### src/sv/hpid_pkg.sv
`timescale 1ns / 1ps
// ----------------------------------------------------------------------------
// hpid_pkg
// Widths, reset values, register indexes and shared helpers of the heading
// regulator.
// ----------------------------------------------------------------------------
package hpid_pkg;

	localparam int RateW    = 16;
	localparam int YawW     = 17;
	localparam int PotW     = 12;
	localparam int GainW    = 16;
	localparam int AngW     = 24;
	localparam int Ang2W    = AngW + 2;
	localparam int DriveW   = 17;
	localparam int LimW     = 23;
	localparam int StepW    = 17;
	localparam int CfgIdxW  = 3;
	localparam int CfgDataW = 23;

	localparam logic [GainW-1:0] ErrLimRst  = 16'd25600;
	localparam logic [LimW-1:0]  SumLimRst  = 23'd25600;
	localparam logic [GainW-1:0] StepTimRst = 16'd6554;

	localparam logic signed [DriveW-1:0] DriveMax = 17'sd38400;
	localparam logic signed [AngW-1:0]   AngMax   = {1'b0, {(AngW-1){1'b1}}};
	localparam logic signed [AngW-1:0]   AngMin   = {1'b1, {(AngW-1){1'b0}}};

	typedef enum logic [CfgIdxW-1:0] {
		CFG_PROP_GAIN   = 3'd0,
		CFG_INTEG_GAIN  = 3'd1,
		CFG_DERIV_GAIN  = 3'd2,
		CFG_ERROR_LIMIT = 3'd3,
		CFG_SUM_LIMIT   = 3'd4,
		CFG_STEP_TIME   = 3'd5,
		CFG_GAIN_SOURCE = 3'd6
	} cfg_idx_t;

	// one tick's target step and measurement, into the state stage
	typedef struct packed {
		logic signed [StepW-1:0] step;
		logic signed [YawW-1:0]  yaw;
		logic                    ki_zero;
	} step_t;

	// error terms out of the state stage
	typedef struct packed {
		logic signed [AngW-1:0] err;
		logic signed [AngW-1:0] sum;
		logic signed [AngW:0]   diff;
	} integ_res_t;

	// round(pot * 8192 / 4095) = 2*pot + floor((2*pot + 2047) / 4095)
	function automatic logic [GainW-1:0] pot_gain(input logic [PotW-1:0] pot);
		logic [PotW+1:0] twice;
		logic [PotW+1:0] biased;
		logic [1:0]      carry;
		twice  = {1'b0, pot, 1'b0};
		biased = twice + 14'd2047;
		if (biased >= 14'd8190)
			carry = 2'd2;
		else if (biased >= 14'd4095)
			carry = 2'd1;
		else
			carry = 2'd0;
		return GainW'(twice) + GainW'(carry);
	endfunction

	// clip a two-bit-wider value to the angle range
	function automatic logic signed [AngW-1:0] sat_ang(input logic signed [Ang2W-1:0] v);
		logic [2:0] top;
		top = v[Ang2W-1:AngW-1];
		if (top == 3'b000 || top == 3'b111)
			return v[AngW-1:0];
		else if (v[Ang2W-1])
			return AngMin;
		else
			return AngMax;
	endfunction

endpackage

### src/sv/hpid_if.sv
`timescale 1ns / 1ps
// ----------------------------------------------------------------------------
// hpid channel interfaces
// Valid/ready channels for the measurement beat and the result beat.
// ----------------------------------------------------------------------------
interface hpid_in_if;
	import hpid_pkg::*;

	logic                    valid;
	logic                    ready;
	logic signed [RateW-1:0] turn_rate;
	logic                    reverse_drive;
	logic signed [YawW-1:0]  measured_yaw;
	logic [PotW-1:0]         pot_prop;
	logic [PotW-1:0]         pot_integ;
	logic [PotW-1:0]         pot_deriv;

	modport source (
		output valid, turn_rate, reverse_drive, measured_yaw, pot_prop, pot_integ, pot_deriv,
		input  ready
	);
	modport sink (
		input  valid, turn_rate, reverse_drive, measured_yaw, pot_prop, pot_integ, pot_deriv,
		output ready
	);
endinterface

interface hpid_out_if;
	import hpid_pkg::*;

	logic                     valid;
	logic                     ready;
	logic signed [DriveW-1:0] drive_out;
	logic signed [AngW-1:0]   error_now;

	modport source (
		output valid, drive_out, error_now,
		input  ready
	);
	modport sink (
		input  valid, drive_out, error_now,
		output ready
	);
endinterface

### src/sv/hpid_state.sv
`timescale 1ns / 1ps
// ----------------------------------------------------------------------------
// hpid_state
// Target, error and separated integral update; holds the regulator state.
// ----------------------------------------------------------------------------
module hpid_state (
	input  logic                         clk,
	input  logic                         arst_n,
	input  logic                         adv,
	input  hpid_pkg::step_t              stp,
	input  logic [hpid_pkg::GainW-1:0]   error_limit,
	input  logic [hpid_pkg::LimW-1:0]    sum_limit,
	output hpid_pkg::integ_res_t         res_s2
);
	import hpid_pkg::*;

	logic signed [AngW-1:0]  target_q;
	logic signed [AngW-1:0]  last_err_q;
	logic signed [AngW-1:0]  integ_q;

	logic signed [AngW-1:0]  target_nxt;
	logic signed [AngW-1:0]  err;
	logic signed [AngW:0]    err_wide;
	logic [AngW:0]           err_mag;
	logic signed [AngW-1:0]  lim_err;
	logic signed [AngW-1:0]  sep;
	logic signed [Ang2W-1:0] sum_raw;
	logic signed [Ang2W-1:0] lim_sum;
	logic signed [AngW-1:0]  sum_nxt;
	logic signed [AngW:0]    diff;

	always_comb begin
		target_nxt = sat_ang(Ang2W'(target_q) + Ang2W'(stp.step));
		err        = sat_ang(Ang2W'(target_nxt) - Ang2W'(stp.yaw));
		err_wide   = (AngW+1)'(err);
		err_mag    = err_wide[AngW] ? $unsigned(-err_wide) : $unsigned(err_wide);
		lim_err    = $signed(AngW'(error_limit));

		// integral separation: large errors only add the limit
		if (err_mag <= (AngW+1)'(error_limit))
			sep = err;
		else if (err[AngW-1])
			sep = -lim_err;
		else
			sep = lim_err;

		sum_raw = Ang2W'(integ_q) + Ang2W'(sep);
		lim_sum = $signed(Ang2W'(sum_limit));
		if (stp.ki_zero)
			sum_raw = '0;
		if (sum_raw > lim_sum)
			sum_nxt = lim_sum[AngW-1:0];
		else if (sum_raw < -lim_sum)
			sum_nxt = AngW'(-lim_sum);
		else
			sum_nxt = sum_raw[AngW-1:0];

		diff = err_wide - (AngW+1)'(last_err_q);
	end

	always_ff @(posedge clk or negedge arst_n) begin
		if (!arst_n) begin
			target_q   <= '0;
			last_err_q <= '0;
			integ_q    <= '0;
		end else if (adv) begin
			target_q   <= target_nxt;
			last_err_q <= err;
			integ_q    <= sum_nxt;
		end
	end

	always_ff @(posedge clk) begin
		if (adv) begin
			res_s2.err  <= err;
			res_s2.sum  <= sum_nxt;
			res_s2.diff <= diff;
		end
	end

endmodule

### src/sv/heading_pid_with_integral_separation.sv
`timescale 1ns / 1ps
// ----------------------------------------------------------------------------
// heading_pid_with_integral_separation
// Positional heading PID regulator with integral separation and clamp.
// ----------------------------------------------------------------------------
// in_ch carries one control tick per beat: turn rate, drive direction,
// measured yaw and three potentiometer readings. out_ch returns one beat
// per tick: the saturated drive and the current heading error.
// Configuration is a plain write port (cfg_wr_en, cfg_index, cfg_wdata);
// write it only while no tick is in flight. Unknown indexes are ignored.
// A beat passes the registered stages in order: input register with the
// step multiply, state update stage, three gain multiplies, then the sum
// and output clip. A new beat is taken every cycle while in_ch.ready is high.
// Each stage moves on when the one after it is empty or moving, so the
// block keeps taking beats while a result waits, until all stages fill.
// When the receiver stalls with every stage full, in_ch.ready drops.
// Reset clears target heading, previous error and integral, empties the
// pipeline and loads the register reset values.
// ----------------------------------------------------------------------------
module heading_pid_with_integral_separation (
	input  logic                            clk,
	input  logic                            arst_n,
	input  logic                            cfg_wr_en,
	input  logic [hpid_pkg::CfgIdxW-1:0]    cfg_index,
	input  logic [hpid_pkg::CfgDataW-1:0]   cfg_wdata,
	hpid_in_if.sink                         in_ch,
	hpid_out_if.source                      out_ch
);
	import hpid_pkg::*;

	localparam int ProdW = GainW + 1 + AngW;
	localparam int DiffW = GainW + 1 + AngW + 1;
	localparam int AccW  = DiffW + 2;
	localparam int ScW   = AccW - 12;

	// configuration
	logic [GainW-1:0] prop_gain_q;
	logic [GainW-1:0] integ_gain_q;
	logic [GainW-1:0] deriv_gain_q;
	logic [GainW-1:0] error_limit_q;
	logic [LimW-1:0]  sum_limit_q;
	logic [GainW-1:0] step_time_q;
	logic             gain_source_q;
	cfg_idx_t         cidx;

	assign cidx = cfg_idx_t'(cfg_index);

	always_ff @(posedge clk or negedge arst_n) begin
		if (!arst_n) begin
			prop_gain_q   <= '0;
			integ_gain_q  <= '0;
			deriv_gain_q  <= '0;
			error_limit_q <= ErrLimRst;
			sum_limit_q   <= SumLimRst;
			step_time_q   <= StepTimRst;
			gain_source_q <= 1'b0;
		end else if (cfg_wr_en) begin
			unique case (cidx)
				CFG_PROP_GAIN:   prop_gain_q   <= cfg_wdata[GainW-1:0];
				CFG_INTEG_GAIN:  integ_gain_q  <= cfg_wdata[GainW-1:0];
				CFG_DERIV_GAIN:  deriv_gain_q  <= cfg_wdata[GainW-1:0];
				CFG_ERROR_LIMIT: error_limit_q <= cfg_wdata[GainW-1:0];
				CFG_SUM_LIMIT:   sum_limit_q   <= cfg_wdata[LimW-1:0];
				CFG_STEP_TIME:   step_time_q   <= cfg_wdata[GainW-1:0];
				CFG_GAIN_SOURCE: gain_source_q <= cfg_wdata[0];
				default: ;
			endcase
		end
	end

	// stage handshake
	logic v_s1, v_s2, v_s3, v_s4;
	logic adv_s1, adv_s2, adv_s3, adv_s4;

	assign adv_s4 = !v_s4 || out_ch.ready;
	assign adv_s3 = !v_s3 || adv_s4;
	assign adv_s2 = !v_s2 || adv_s3;
	assign adv_s1 = !v_s1 || adv_s2;
	assign in_ch.ready = adv_s1;

	always_ff @(posedge clk or negedge arst_n) begin
		if (!arst_n) begin
			v_s1 <= 1'b0;
			v_s2 <= 1'b0;
			v_s3 <= 1'b0;
			v_s4 <= 1'b0;
		end else begin
			if (adv_s1) v_s1 <= in_ch.valid;
			if (adv_s2) v_s2 <= v_s1;
			if (adv_s3) v_s3 <= v_s2;
			if (adv_s4) v_s4 <= v_s3;
		end
	end

	// stage 1: target step and gain selection
	logic signed [RateW+GainW:0] rate_prod;
	logic signed [StepW-1:0]     delta;
	logic [GainW-1:0]            kp_sel, ki_sel, kd_sel;
	step_t                       stp_s1;
	logic [GainW-1:0]            kp_s1, kd_s1;

	assign rate_prod = in_ch.turn_rate * $signed({1'b0, step_time_q});
	assign delta     = $signed(rate_prod[RateW+GainW:GainW]);
	assign kp_sel    = gain_source_q ? pot_gain(in_ch.pot_prop)  : prop_gain_q;
	assign ki_sel    = gain_source_q ? pot_gain(in_ch.pot_integ) : integ_gain_q;
	assign kd_sel    = gain_source_q ? pot_gain(in_ch.pot_deriv) : deriv_gain_q;

	logic [GainW-1:0] ki_s1;

	always_ff @(posedge clk) begin
		if (adv_s1) begin
			stp_s1.step    <= in_ch.reverse_drive ? -delta : delta;
			stp_s1.yaw     <= in_ch.measured_yaw;
			stp_s1.ki_zero <= (ki_sel == '0);
			kp_s1          <= kp_sel;
			ki_s1          <= ki_sel;
			kd_s1          <= kd_sel;
		end
	end

	// stage 2: regulator state
	integ_res_t       res_s2;
	logic [GainW-1:0] kp_s2, ki_s2, kd_s2;

	hpid_state u_state (
		.clk         (clk),
		.arst_n      (arst_n),
		.adv         (v_s1 && adv_s2),
		.stp         (stp_s1),
		.error_limit (error_limit_q),
		.sum_limit   (sum_limit_q),
		.res_s2      (res_s2)
	);

	always_ff @(posedge clk) begin
		if (adv_s2) begin
			kp_s2 <= kp_s1;
			ki_s2 <= ki_s1;
			kd_s2 <= kd_s1;
		end
	end

	// stage 3: gain products
	logic signed [ProdW-1:0] prod_p_s3, prod_i_s3;
	logic signed [DiffW-1:0] prod_d_s3;
	logic signed [AngW-1:0]  err_s3;

	always_ff @(posedge clk) begin
		if (adv_s3) begin
			prod_p_s3 <= $signed({1'b0, kp_s2}) * res_s2.err;
			prod_i_s3 <= $signed({1'b0, ki_s2}) * res_s2.sum;
			prod_d_s3 <= $signed({1'b0, kd_s2}) * res_s2.diff;
			err_s3    <= res_s2.err;
		end
	end

	// stage 4: sum, Q.12 floor scaling and output clip
	logic signed [AccW-1:0]   acc;
	logic signed [ScW-1:0]    scaled;
	logic signed [DriveW-1:0] drive_nxt;
	logic signed [DriveW-1:0] drive_s4;
	logic signed [AngW-1:0]   err_s4;

	always_comb begin
		acc    = AccW'(prod_p_s3) + AccW'(prod_i_s3) + AccW'(prod_d_s3);
		scaled = $signed(acc[AccW-1:12]);
		if (scaled > ScW'(DriveMax))
			drive_nxt = DriveMax;
		else if (scaled < -ScW'(DriveMax))
			drive_nxt = -DriveMax;
		else
			drive_nxt = scaled[DriveW-1:0];
	end

	always_ff @(posedge clk) begin
		if (adv_s4) begin
			drive_s4 <= drive_nxt;
			err_s4   <= err_s3;
		end
	end

	assign out_ch.valid     = v_s4;
	assign out_ch.drive_out = drive_s4;
	assign out_ch.error_now = err_s4;

	// checks
	a_drive_range: assert property (@(posedge clk) disable iff (!arst_n)
		v_s4 |-> (drive_s4 <= DriveMax && drive_s4 >= -DriveMax))
		else $error("drive beyond output limit");

	a_ready_on_bubble: assert property (@(posedge clk) disable iff (!arst_n)
		!v_s4 |-> in_ch.ready)
		else $error("input stalled with an empty output stage");

	a_ki_zero_clear: assert property (@(posedge clk) disable iff (!arst_n)
		(v_s1 && adv_s2 && stp_s1.ki_zero) |=> (res_s2.sum == '0))
		else $error("integral not cleared with zero integral gain");

	a_no_drop: assert property (@(posedge clk) disable iff (!arst_n)
		(v_s3 && adv_s4) |=> v_s4)
		else $error("result lost between product and output stage");

endmodule

### src/flat_wrapper.sv
// flat-port wrapper written by rule: the top's interface ports become plain ports
module heading_pid_with_integral_separation_flat import hpid_pkg::*;
  (clk, arst_n, cfg_wr_en, cfg_index, cfg_wdata, in_ch_valid, in_ch_turn_rate, in_ch_reverse_drive, in_ch_measured_yaw, in_ch_pot_prop, in_ch_pot_integ, in_ch_pot_deriv, in_ch_ready, out_ch_valid, out_ch_drive_out, out_ch_error_now, out_ch_ready);
  hpid_in_if in_ch_i ();
  hpid_out_if out_ch_i ();
  input  logic clk;
  input  logic arst_n;
  input  logic cfg_wr_en;
  input  logic [hpid_pkg::CfgIdxW-1:0] cfg_index;
  input  logic [hpid_pkg::CfgDataW-1:0] cfg_wdata;
  input wire logic [$bits(in_ch_i.valid)-1:0] in_ch_valid;
  input wire logic [$bits(in_ch_i.turn_rate)-1:0] in_ch_turn_rate;
  input wire logic [$bits(in_ch_i.reverse_drive)-1:0] in_ch_reverse_drive;
  input wire logic [$bits(in_ch_i.measured_yaw)-1:0] in_ch_measured_yaw;
  input wire logic [$bits(in_ch_i.pot_prop)-1:0] in_ch_pot_prop;
  input wire logic [$bits(in_ch_i.pot_integ)-1:0] in_ch_pot_integ;
  input wire logic [$bits(in_ch_i.pot_deriv)-1:0] in_ch_pot_deriv;
  output wire logic [$bits(in_ch_i.ready)-1:0] in_ch_ready;
  output wire logic [$bits(out_ch_i.valid)-1:0] out_ch_valid;
  output wire logic [$bits(out_ch_i.drive_out)-1:0] out_ch_drive_out;
  output wire logic [$bits(out_ch_i.error_now)-1:0] out_ch_error_now;
  input wire logic [$bits(out_ch_i.ready)-1:0] out_ch_ready;
  assign in_ch_i.valid = in_ch_valid;
  assign in_ch_i.turn_rate = in_ch_turn_rate;
  assign in_ch_i.reverse_drive = in_ch_reverse_drive;
  assign in_ch_i.measured_yaw = in_ch_measured_yaw;
  assign in_ch_i.pot_prop = in_ch_pot_prop;
  assign in_ch_i.pot_integ = in_ch_pot_integ;
  assign in_ch_i.pot_deriv = in_ch_pot_deriv;
  assign in_ch_ready = in_ch_i.ready;
  assign out_ch_valid = out_ch_i.valid;
  assign out_ch_drive_out = out_ch_i.drive_out;
  assign out_ch_error_now = out_ch_i.error_now;
  assign out_ch_i.ready = out_ch_ready;
  heading_pid_with_integral_separation u_core (.clk(clk), .arst_n(arst_n), .cfg_wr_en(cfg_wr_en), .cfg_index(cfg_index), .cfg_wdata(cfg_wdata), .in_ch(in_ch_i), .out_ch(out_ch_i));
endmodule
### config.mk
export PLATFORM = sky130hd
export DESIGN_NAME = heading_pid_with_integral_separation_flat
export DESIGN_NICKNAME = d
export VERILOG_FILES = /design/src/sv/hpid_pkg.sv /design/src/sv/hpid_if.sv /design/src/sv/hpid_state.sv /design/src/sv/heading_pid_with_integral_separation.sv /design/src/flat_wrapper.sv
export SDC_FILE = /design/constraint.sdc
export NUM_CORES = 2
export LEC_CHECK = 0
export ABC_CLOCK_PERIOD_IN_PS = 14850
export CAP_MARGIN = 25
export CORE_MARGIN = 3
export CORE_UTILIZATION = 65
export DETAILED_ROUTE_END_ITERATION = 10
export DONT_BUFFER_PORTS = 1
export PLACE_DENSITY = 0.91
export SYNTH_ARGS = -nofsm -noshare
export SYNTH_HDL_FRONTEND = slang
export SYNTH_HIERARCHICAL = 1
export SYNTH_SLANG_ARGS = --single-unit
### constraint.sdc
create_clock -name clk -period 14.85 [get_ports clk]
set_clock_uncertainty 0.1 [all_clocks]
set_input_delay 2.2275 -clock clk [delete_from_list [all_inputs] [get_ports clk]]
set_output_delay 2.2275 -clock clk [all_outputs]
set_load 0.005 [all_outputs]
==> implementation parameters <==
Parameter                              Value

Outcome
  Run status    completed

GRT
  Number of global-route vias before repair    approximately 70000
  Largest net degree at the start of global routing    about 180
  Total global routing track utilization    0.356
  Remaining global-route overflow    0
  Global-route wire length before repair    between 300000 and 400000 um
  Initial antenna violation count    31

Place
  Half-perimeter wire length of the detailed placement result    about 180000 um
  Quantity of I/O buffers inserted on ports    0
  Number of placed instances, taps included    10217
  Placer congestion estimate    between 0.9 and 1

Synthesis
  Number of nets in the synthesized netlist    ~11000
  Post-synth cell types    roughly 130
  Avg Inst Size Synth    approximately 9.6 sq um
  Post-Synthesis Cells    a little under 9000
  Netlist area before placement    0.0841 sq mm
  Complex-gate fraction of the synthesized area    0.0887
  Post-synthesis async set-or-reset flop share    0.314
  Area share of fa/ha/maj cells after synthesis    0.425
  Part of the Yosys area used for sequential elements    0.194
  Multiplexer share of the synthesized area    0.0203
  Area fraction of the dominant cell type after synthesis    0.329
  Fraction of synthesized cell area in xor and xnor cells    0.0328
  Count of flip-flops with a built-in enable after synthesis    between 300 and 400
  Library cell with the largest summed area after synthesis    sky130_fd_sc_hd__fa_1
  Simple-gate area share of the yosys netlist    0.148
  Number of storage elements in the synthesis netlist    ~570
  Biggest area contributors in the synthesized netlist    sky130_fd_sc_hd__fa_1 (33%), sky130_fd_sc_hd__edfxtp_1 (14%), sky130_fd_sc_hd__ha_1 (9.5%), sky130_fd_sc_hd__inv_1 (7.5%), sky130_fd_sc_hd__dfrtp_1 (5.0%)
  Most instantiated flip-flop cell in the synthesis netlist    sky130_fd_sc_hd__edfxtp_1
  Warnings from Yosys    6
  Main combinational cell family by area after synthesis    adder cells

Setup path
  Data required time at the worst endpoint    roughly 15 ns
  Crit path buffers/inverters    6
  Cell seen most often among critical-path stages    sky130_fd_sc_hd__a21oi_1
  Worst setup path class    flop to flop
  Crit path launch type    flop
  Crit path largest cell delay    0.50 ns
  Arrival @ worst endpoint    between 10 and 15 ns
  Element type at the critical path end    flop
  Slowest cell on crit path    sky130_fd_sc_hd__or3_2
  Maximum fanout along the worst path    36
  Cell family contributing the most delay on the critical path    compound AO/OA/AOI/OAI gates
  Slack of the worst reg-to-reg path    0.83 ns

Cells and area
  Fraction of layout instances using a drive strength above 1    0.0501
  Final Util    0.688
  Count of non-filler cells in the finished layout    between 10000 and 15000
  Commonest non-fill, non-tap cell in the layout    sky130_fd_sc_hd__inv_1
  Final layout net count    10696
  Growth of design area from synthesis to finish    4.60%
  Leading cell types in the layout, fill and taps excluded    sky130_fd_sc_hd__inv_1 (1676), sky130_fd_sc_hd__fa_1 (1383), sky130_fd_sc_hd__nand2_1 (1081), sky130_fd_sc_hd__ha_1 (640), sky130_fd_sc_hd__and2_1 (590)

Route
  Final routed wire length divided by cell count    ~23 um
  Post-route DRC violation count    0
  Number of detailed-routing iterations run before antenna repair    9
  Per-cell via count in the routed design    6.21
  Remaining number of nets flagged by the antenna check after routing    0
  Vias    64493
  Routed wire length    234000 um
  First DRT Iteration DRCs    about 6500

Clocking
  # H-tree levels    3
  Sinks on the clock net    approximately 570
  Count of hold buffers inserted by post-cts repair    0
  Total clock buffers created by CTS    68
  Clock tree from TritonCTS    done
  CTS root buf    sky130_fd_sc_hd__clkbuf_16
  Clock transition at the registers of the reported paths    around 0.060 ns
  Clock network latency to the later pin of the worst-skew pair    0.70 ns
  Buffer levels on the longest clock path    3

Die
  Standard-cell rows    131
  Number of primary I/O pins    about 140
  Total core area    roughly 0.13 sq mm
  Die Span Y    roughly 370 um
  Die area    0.134 sq mm
  Initial core utilization    0.657
  Horizontal extent of the die    366 um

Worst hold path
  Min-delay worst type    flop to flop

Job
  Max capacitance violation total    0

Timing
  Fmax    slightly above 0.07 GHz
  Remaining max-slew budget at the tightest pin    0.201
  Max-slew violation count    0
  Number of setup violations in the final report    0
  Period minus WS final    ~14 ns
  Period Utilization, post-route    0.944
  Actual transition at the worst max-transition pin    between 1 and 1.5 ns
  Setup TNS after final layout    0 ns
  Total count of hold-check failures in the final report    0
[kinds of logic (layout without fill, tap and decap cells)]
logic type               after synthesis  count (layout)
buffers and inverters               2006            1879
multiplexers                         155             155
AND/OR/NAND/NOR                     2563            2563
flip-flops                           573             573
XOR/XNOR                             313             313
AO/OA/AOI/OAI                       1112            1112
other                                  0              25
adder cells (fa/ha/maj)             2030            2030
[metrics by stage]
step | hold slack, ns | instance area (sq um) | worst slack, ns
after floorplan | 0.300 | 84100 | 1.40
after global placement | 0.301 | 85500 | 0.499
after detailed placement | 0.305 | 85500 | 0.358
after CTS | 0.315 | 87700 | 0.217
after global routing | 0.324 | 88000 | -0.0251
final | 0.315 | 88000 | 0.835
[synth_stat cells, types with 32 or more instances]
| cell | n |
|---|---|
| sky130_fd_sc_hd__inv_1 | 1677 |
| sky130_fd_sc_hd__fa_1 | 1383 |
| sky130_fd_sc_hd__nand2_1 | 1082 |
| sky130_fd_sc_hd__ha_1 | 641 |
| sky130_fd_sc_hd__and2_1 | 591 |
| sky130_fd_sc_hd__edfxtp_1 | 393 |
| sky130_fd_sc_hd__nor2_1 | 329 |
| sky130_fd_sc_hd__a21oi_1 | 308 |
| sky130_fd_sc_hd__clkbuf_1 | 295 |
| sky130_fd_sc_hd__xnor2_1 | 224 |
| sky130_fd_sc_hd__o21ai_0 | 187 |
| sky130_fd_sc_hd__dfrtp_1 | 167 |
| sky130_fd_sc_hd__mux2_2 | 128 |
| sky130_fd_sc_hd__a21o_1 | 118 |
| sky130_fd_sc_hd__nor3_1 | 101 |
| sky130_fd_sc_hd__nand3_1 | 94 |
| sky130_fd_sc_hd__xor2_1 | 87 |
| sky130_fd_sc_hd__a31oi_1 | 65 |
| sky130_fd_sc_hd__o21a_1 | 63 |
| sky130_fd_sc_hd__nor2b_1 | 57 |
| sky130_fd_sc_hd__nand4_1 | 50 |
| sky130_fd_sc_hd__and3_1 | 48 |
| sky130_fd_sc_hd__nand2b_1 | 45 |
| sky130_fd_sc_hd__or3_1 | 44 |
| sky130_fd_sc_hd__o31ai_1 | 39 |
| sky130_fd_sc_hd__o211ai_1 | 38 |
| sky130_fd_sc_hd__a21boi_0 | 32 |
[sequential cells by signal (all words and copies together), names as in the netlist, 35 cells and up]
name                   flops
u_core/prod_p_s3          41
u_core/prod_d_s3          42
u_core/stp_s1             35
u_core/prod_i_s3          41
u_core/u_state/res_s2     73
[worst paths after layout]
check,start,to,cells after the start
max,u_core/stp_s1[18],u_core/u_state/res_s2[27],63
min,u_core/err_s3[0],u_core/out_ch.error_now[0],0
max reg2reg,u_core/stp_s1[18],u_core/u_state/res_s2[27],63
min reg2reg,u_core/err_s3[0],u_core/out_ch.error_now[0],0
max in group asynchronous,arst_n,u_core/gain_source_q,0
min in group asynchronous,arst_n,u_core/error_limit_q[8],0
[metal layers]
metal	track usage	routed length, um	share of wire	vias up
li1	-	-	-	27476
met3	0.101	27100	0.12	1181
met5	0	80	0.00034	-
met2	0.563	108000	0.46	4016
met4	0.242	18100	0.077	14
met1	0.422	80800	0.35	31806
[layout make-up]
cell class	count	area (sq um)
sequential	573	16300
clock inverter	33	293
tap	1729	2160
antenna	25	62.6
timing repair buffer	76	679
inverter	1679	6300
clock buffer	91	1890
fill	8827	40000
multi-input combinational	6173	60300
[repair_timing]
action,4_1_cts,5_1_grt
hold endpoints to repair,0,0
buffers inserted,0,7
gates resized for setup,0,25
endpoints found under the setup margin,0,48
Power is left out: the tool's default activity adds up to more than one toggle a clock period on the data nets, which glitch-free logic cannot reach.
